==> src/hw/rtl/bsc_ram.sv <==
// Generic single-write, single-read RAM with registered read data.
`default_nettype none

module bsc_ram #(
    parameter int WIDTH = 8,
    parameter int DEPTH = 16
) (
    input  wire logic                                  aclk,
    input  wire logic                                  wr_en,
    input  wire logic [(DEPTH > 1 ? $clog2(DEPTH) : 1)-1:0] wr_addr,
    input  wire logic [WIDTH-1:0]                      wr_data,
    input  wire logic                                  rd_en,
    input  wire logic [(DEPTH > 1 ? $clog2(DEPTH) : 1)-1:0] rd_addr,
    output logic      [WIDTH-1:0]                      rd_data
);

    logic [WIDTH-1:0] mem_reg [DEPTH];
    logic [WIDTH-1:0] rd_data_reg;

    always_ff @(posedge aclk) begin
        if (wr_en) begin
            mem_reg[wr_addr] <= wr_data;
        end
        if (rd_en) begin
            rd_data_reg <= mem_reg[rd_addr];
        end
    end

    assign rd_data = rd_data_reg;

endmodule

`default_nettype wire

==> config.mk <==
export PLATFORM = sky130hd
export DESIGN_NAME = bsc_ram
export DESIGN_NICKNAME = d
export VERILOG_FILES = /design/src/hw/rtl/bsc_ram.sv
export SDC_FILE = /design/constraint.sdc
export NUM_CORES = 1
export LEC_CHECK = 0
export ABC_AREA = 1
export ABC_CLOCK_PERIOD_IN_PS = 2600
export BUFFER_PORTS_ARGS = -buffer_cell sky130_fd_sc_hd__buf_2
export CAP_MARGIN = 25
export CORE_ASPECT_RATIO = 1.1
export CORE_MARGIN = 2
export CORE_UTILIZATION = 30
export CTS_CLUSTER_SIZE = 8
export DETAILED_ROUTE_END_ITERATION = 10
export SYNTH_ARGS = -nofsm -noshare
export SYNTH_HDL_FRONTEND = slang
export SYNTH_SLANG_ARGS = --single-unit
export TNS_END_PERCENT = 5
==> constraint.sdc <==
create_clock -name aclk -period 2.6 [get_ports aclk]
set_input_delay 0.13 -clock aclk [delete_from_list [all_inputs] [get_ports aclk]]
set_output_delay 0.13 -clock aclk [all_outputs]
set_load 0.1 [all_outputs]
==> results by group, run 1 <==
Global route
  • Initial antenna violation count: 0
  • Vias in the first global route: 3589
  • Routing usage on met1: 18.10%
  • Global route overflow: 0
  • GR peak layer: met2
  • Routing usage on met3: 3.434%
  • Pin count of the biggest net entering global routing: 65
  • First-pass GRT wire length: 20920 um
  • Met2 GRT Util: 23.58%
  • Total track usage: 14.13%

Routing
  • # DRC: 0
  • Iter 0 DRT Violations: 274
  • Drt first pass iters: 5
  • Via count: 3772
  • Post-DRT Antenna Nets: 0
  • Via/cell ratio: 4.512
  • WL/cell: 16.35 um
  • Total Routed Length: 13670 um

Clock network
  • CTS tree: built
  • Post-CTS setup buffer count: 0
  • Post-CTS Resized: 0
  • CTS H-tree lvls: 4
  • Post-CTS Hold Fix Bufs: 0
  • Root Driver: clkbuf_16
  • CTS Buffer Depth: 2
  • Total CTS buffers: 17
  • Worst-skew pair later-pin latency: 410 ps
  • Clock-pin slew on the worst setup and hold paths: 60 ps
  • CTS sink cnt: 136

STA
  • Least-Margin Pin Slew: 949.8 ps
  • Minimum clock period: 1378 ps
  • Layout Skew: 4.735 ps
  • Max-slew violation count: 0
  • Max-Slew Margin vs Limit: 36.45%
  • Maximum clock rate: 725.8 MHz
  • Setup ws final: 1222 ps
  • Crit share post-route: 52.99%
  • Final setup viols: 0
  • Hold Vio Cnt, Final: 0
  • RSZ-0062 raised after global routing: no
  • Setup TNS: 0 ps
  • Worst hold slack: 77.52 ps

Worst setup path
  • CP Data Arrival Time: 1250 ps
  • Critical path peak fanout: 1
  • Max stage delay cell, worst path: buf_2
  • Setup crit end kind: primary output
  • Crit path cell chain: buf_2
  • WS Path Type: flop to primary output
  • Crit path depth: 1
  • Crit start category: flop
  • Critical Path RT: 2470 ps
  • CP peak stage delay: 450 ps
  • CP top delay family: buffers and inverters
  • Worst path bufs/invs: 1
  • Reg2reg path depth: 6

Run
  • Maxcap violations: 0

Floorplan
  • Die area: 0.02062 mm^2
  • Die width: 137.1 um
  • Initial Util: 30.61%
  • Ports: 27
  • Core area: 0.01910 mm^2
  • DIE HEIGHT: 150.4 um
  • # rows: 53

Power and ir drop
  • PwrDens: 789.7 mW/mm^2
  • P_leak: 0.002846 uW
  • Worst vdd ir: 527.8 uV

Synthesis
  • Post-Syn Instances: 551
  • Mapped Nets: 570
  • Warnings, synthesis: 0
  • Area leader, netlist: edfxtp_1
  • Distinct cells, synth: 11
  • Area share of the largest cell type after synthesis: 69.85%
  • Top cells by area, synth: edfxtp_1, nand2_1, nand3_1
  • Cell Area, Synth: 0.005847 mm^2
  • Syn_area_per_cell: 10.61 um^2
  • Register area share after synthesis: 69.85%
  • #FFs+latches synth: 136

Worst hold path
  • Worst Hold Path Cells: 1
  • Hold WC Path Type: input pin to flop

Placed design
  • Placed insts: 804
  • Pre-CTS WS: 872.3 ps
  • Port Buf Inserts: 26
  • GP Congestion: 0.7580
  • DPL Wire Length: 8302 um

Finish
  • Fin nets: 595
  • Share of layout cells above drive strength 1: 10.70%
  • Final Non-Filler Cells: 836
  • Filler instances: 1929
  • Final Core Density: 35.42%
  • Area Growth Syn to Fin: 15.69%
  • Number of flip-flops in the largest register: 128
  • Antenna cells: 0

Run status
  • Status: finished, final reports clean
## cell families (layout without fill, tap and decap cells)
kind of cell,Yosys count,count (layout),synth area share [%]
flip-flops,136,136,69.85
AND/OR/NAND/NOR,289,289,20.76
buffers and inverters,126,164,9.394
## layer usage
layer	share of wire [%]	up-vias
met4	1.4	0
met2	49	127
met5	0	-
li1	-	1833
met3	5.4	15
met1	44	1797
## worst paths after layout
kind                                  from                   end  slack, ps
hold / removal                       rd_en  rd_data[5]$_DFFE_PP_         80
setup / recovery      rd_data[6]$_DFFE_PP_            rd_data[6]       1220
setup reg to reg   mem_reg[2][2]$_DFFE_PP_  rd_data[2]$_DFFE_PP_       1390
hold reg to reg   mem_reg[14][1]$_DFFE_PP_  rd_data[1]$_DFFE_PP_        750
## cells in the mapped netlist, drive strengths merged
| library cell | count |
|---|---|
| nand2 | 173 |
| nand3 | 97 |
| buf | 24 |
| nor2 | 17 |
| edfxtp | 136 |
| inv | 102 |
| nand3b | 2 |
## cell type report
cell class                      instances  area [um^2]  share of cell area, %
Timing Repair Buffer                   30        160.2                  2.368
Clock buffer                           17        425.4                  6.289
Multi-Input combinational cell        289         1214                  17.94
Tap cell                              247        309.0                  4.569
Inverter                              102        382.9                  5.660
Sequential cell                       136         4084                  60.38
Clock inverter                         15        188.9                  2.793
## power by group
group	switching [uW]	total (uW)	internal [uW]
registers	14.1	2480	2470
clock network	961	2490	1530
logic	290	367	77.1
total	1270	5340	4080
## through the flow
step                      power (uW)  cell area (um^2)
final                           5342              6764
after global routing            5495              6764
after CTS                       5365              6764
after detailed placement        2898              6150
after global placement          2897              6150
after floorplan                 2777              5847
## layout by cell type (no fill, tap or decap)
| cell type | Yosys | layout |
|---|---|---|
| clkinv_1 | 0 | 1 |
| buf_2 | 13 | 26 |
| clkinvlp_4 | 0 | 1 |
| clkinv_4 | 0 | 4 |
| inv_1 | 100 | 100 |
| buf_4 | 4 | 4 |
| bufinv_16 | 0 | 3 |
| nand3_1 | 97 | 97 |
| inv_2 | 2 | 2 |
| clkbuf_16 | 0 | 17 |
| inv_6 | 0 | 6 |
| nand2_1 | 173 | 173 |
| edfxtp_1 | 136 | 136 |
| nor2_1 | 17 | 17 |
| nand3b_1 | 2 | 2 |
Note: power is estimated with default switching activity, not from simulation.
==> run 2: changes to the inputs <==
--- a/config.mk
+++ b/config.mk
@@ -6,7 +6,7 @@
 export NUM_CORES = 1
 export LEC_CHECK = 0
 export ABC_AREA = 1
-export ABC_CLOCK_PERIOD_IN_PS = 2600
+export ABC_CLOCK_PERIOD_IN_PS = 1110
 export BUFFER_PORTS_ARGS = -buffer_cell sky130_fd_sc_hd__buf_2
 export CAP_MARGIN = 25
 export CORE_ASPECT_RATIO = 1.1
==> constraint.sdc (replaced) <==
create_clock -name aclk -period 1.11 [get_ports aclk]
set_input_delay 0.0555 -clock aclk [delete_from_list [all_inputs] [get_ports aclk]]
set_output_delay 0.0555 -clock aclk [all_outputs]
set_load 0.1 [all_outputs]
==> run 2 against run 1 <==
Net effect: flip-flop and latch count unchanged; largest power group is now registers; utilization increased by 2.8 points; critical path depth unchanged; combinational power increased to 2.8 times the previous value; first-iteration DRC count decreased by 8.4%; largest cell class unchanged.
==> results by group, run 2 (same netlist as run 1, synthesis figures left out) <==
Power and ir drop
  • Net switching power: 2762 uW (+120%)
  • P_leak: 0.003106 uW (+9.1%)
  • PwrDens: 1726 mW/mm^2 (+120%)
  • Sequential power share: 46.2% (-0.3 points)
  • Combinational share of power: 8.2% (+1.3 points)
  • Clock share of power: 45.5% (-1.1 points)
  • Int Pwr: 9847 uW (+140%)
  • Sw frac: 21.90% (-1.8 points)
  • Final Power: 12610 uW (+140%)
  • Worst vdd ir: 982.7 uV (+86%)

Floorplan
  • DIE HEIGHT: 150.4 um (unchanged)
  • Die width: 137.1 um (unchanged)
  • Ports: 27 (unchanged)
  • # rows: 53 (unchanged)
  • Core area: 0.01910 mm^2 (unchanged)
  • Initial Util: 30.61% (unchanged)
  • Die area: 0.02062 mm^2 (unchanged)

Routing
  • WL/cell: 14.95 um (-8.6%)
  • Via/cell ratio: 4.412 (-2.2%)
  • Total Routed Length: 12910 um (-5.6%)
  • Drt first pass iters: 4 (-1)
  • Via count: 3812 (+1.1%)
  • # DRC: 0 (unchanged)
  • Post-DRT Antenna Nets: 0 (unchanged)
  • Iter 0 DRT Violations: 251 (-8.4%)

STA
  • Minimum clock period: 1109 ps
  • Max-slew violation count: 0 (unchanged)
  • Least-Margin Pin Slew: 467.2 ps (-482.6 ps)
  • RSZ-0062 raised after global routing: yes
  • Maximum clock rate: 902.0 MHz
  • Crit share post-route: 99.87%
  • Layout Skew: 3.871 ps (-0.8646 ps)
  • Max-Slew Margin vs Limit: 68.82% (+32 points)
  • Worst hold slack: 23.13 ps (-54.39 ps)
  • Setup ws final: 1.396 ps (-1221 ps)
  • Hold Vio Cnt, Final: 0 (unchanged)
  • Final setup viols: 0 (unchanged)

Worst hold path
  • Worst Hold Path Cells: 1 (unchanged)
  • Hold Startpoint: wr_data[7]
  • Hold WC Path Type: input pin to flop

Global route
  • Total track usage: 13.61% (-0.52 points)
  • Initial antenna violation count: 0 (unchanged)
  • Vias in the first global route: 3937 (+9.7%)
  • Pin count of the biggest net entering global routing: 33 (-49%)
  • Global route overflow: 0 (unchanged)
  • First-pass GRT wire length: 20670 um (-1.2%)

Placed design
  • GP Congestion: 0.7871 (+3.8%)
  • DPL Wire Length: 8286 um (-0.20%)
  • Pre-CTS WS: -131.6 ps (-1004 ps)
  • Port Buf Inserts: 26 (unchanged)

Worst setup path
  • WS Path Type: flop to primary output
  • Crit path depth: 1 (unchanged)
  • Reg2reg path depth: 6 (unchanged)
  • Max stage delay cell, worst path: edfxtp_1
  • Critical path peak fanout: 1 (unchanged)
  • Worst path bufs/invs: 1 (unchanged)
  • Register-to-register setup slack: 30 ps (-1360 ps)
  • CP top delay family: flip-flops
  • CP startpoint: rd_data[7]$_DFFE_PP_
  • Setup crit end kind: primary output
  • CP peak stage delay: 440 ps (about the same)
  • CP Data Arrival Time: 1050 ps (-200 ps)
  • Critical Path RT: 1050 ps (-1420 ps)
  • Crit path cell chain: buf_12
  • Crit start category: flop
  • R2R Path Start: mem_reg[1][0]$_DFFE_PP_

Finish
  • Area Growth Syn to Fin: 24.97%
  • Number of flip-flops in the largest register: 128 (unchanged)
  • Fin nets: 624 (+4.9%)
  • Share of layout cells above drive strength 1: 19.45% (+8.8 points)
  • Final Core Density: 38.26% (+2.8 points)
  • Most frequent cells in the layout: nand2_1, edfxtp_1, inv_1
  • Filler instances: 1862 (-3.5%)
  • Antenna cells: 0 (unchanged)
  • Commonest non-fill, non-tap cell in the layout: nand2_1

Clock network
  • CTS sink cnt: 136 (unchanged)
  • CTS Buffer Depth: 2 (unchanged)
  • Total CTS buffers: 17 (unchanged)
  • CTS H-tree lvls: 4 (unchanged)
  • Worst-skew pair later-pin latency: 410 ps (about the same)
  • CTS tree: built
  • Root Driver: clkbuf_16
  • Clock-pin slew on the worst setup and hold paths: 60 ps (about the same)

Run status
  • Status: finished, final reports clean

Run
  • Maxcap violations: 0 (unchanged)
[run 2: area by class of cell]
class,instances,area (um^2),area share [%]
Timing Repair Buffer,59,563.0,7.705
Clock buffer,17,425.4,5.822
Inverter,102,382.9,5.240
Multi-Input combinational cell,289,1361,18.63
Tap cell,247,309.0,4.229
Sequential cell,136,4084,55.89
Clock inverter,14,181.4,2.483
[run 2: stage by stage]
stage	cells	TNS (ps)	instance area, um^2
final	864	0	7307
after global routing	864	-175.4	7307
after CTS	864	-31.80	7172
after detailed placement	832	-865.2	6543
after global placement	832	-695.6	6543
after floorplan	551	0	5847
[run 2: power by group through the flow]
stage | logic, uW | clock network [uW] | registers [uW]
after floorplan | 406 | 0 | 6100
after global placement | 978 | 0 | 5940
after detailed placement | 990 | 0 | 5940
after CTS | 1000 | 5820 | 5830
after global routing | 1130 | 6060 | 5840
final | 1040 | 5740 | 5830
[run 2: metal layers]
metal	track usage (%)	vias up	part of all wire, %
li1	-	1885	-
met1	16.97	1834	44
met2	22.66	81	51
met3	3.603	12	4.2
met4	5.000	0	1.1
met5	0	-	0
[run 2: worst paths after layout]
check | end
worst max-delay path | rd_data[7]
worst min register to register | rd_data[5]$_DFFE_PP_
worst max register to register | rd_data[0]$_DFFE_PP_
worst min-delay path | mem_reg[8][7]$_DFFE_PP_
[run 2: timing repair]
item / 4_1_cts / 5_1_grt
hold buffers: 1 / 0
buffers inserted: 0 / 0
endpoints found under the setup margin: 7 / 13
hold endpoints to repair: 8 / 0
pin swaps: 1 / 12
gates resized for setup: 4 / 28
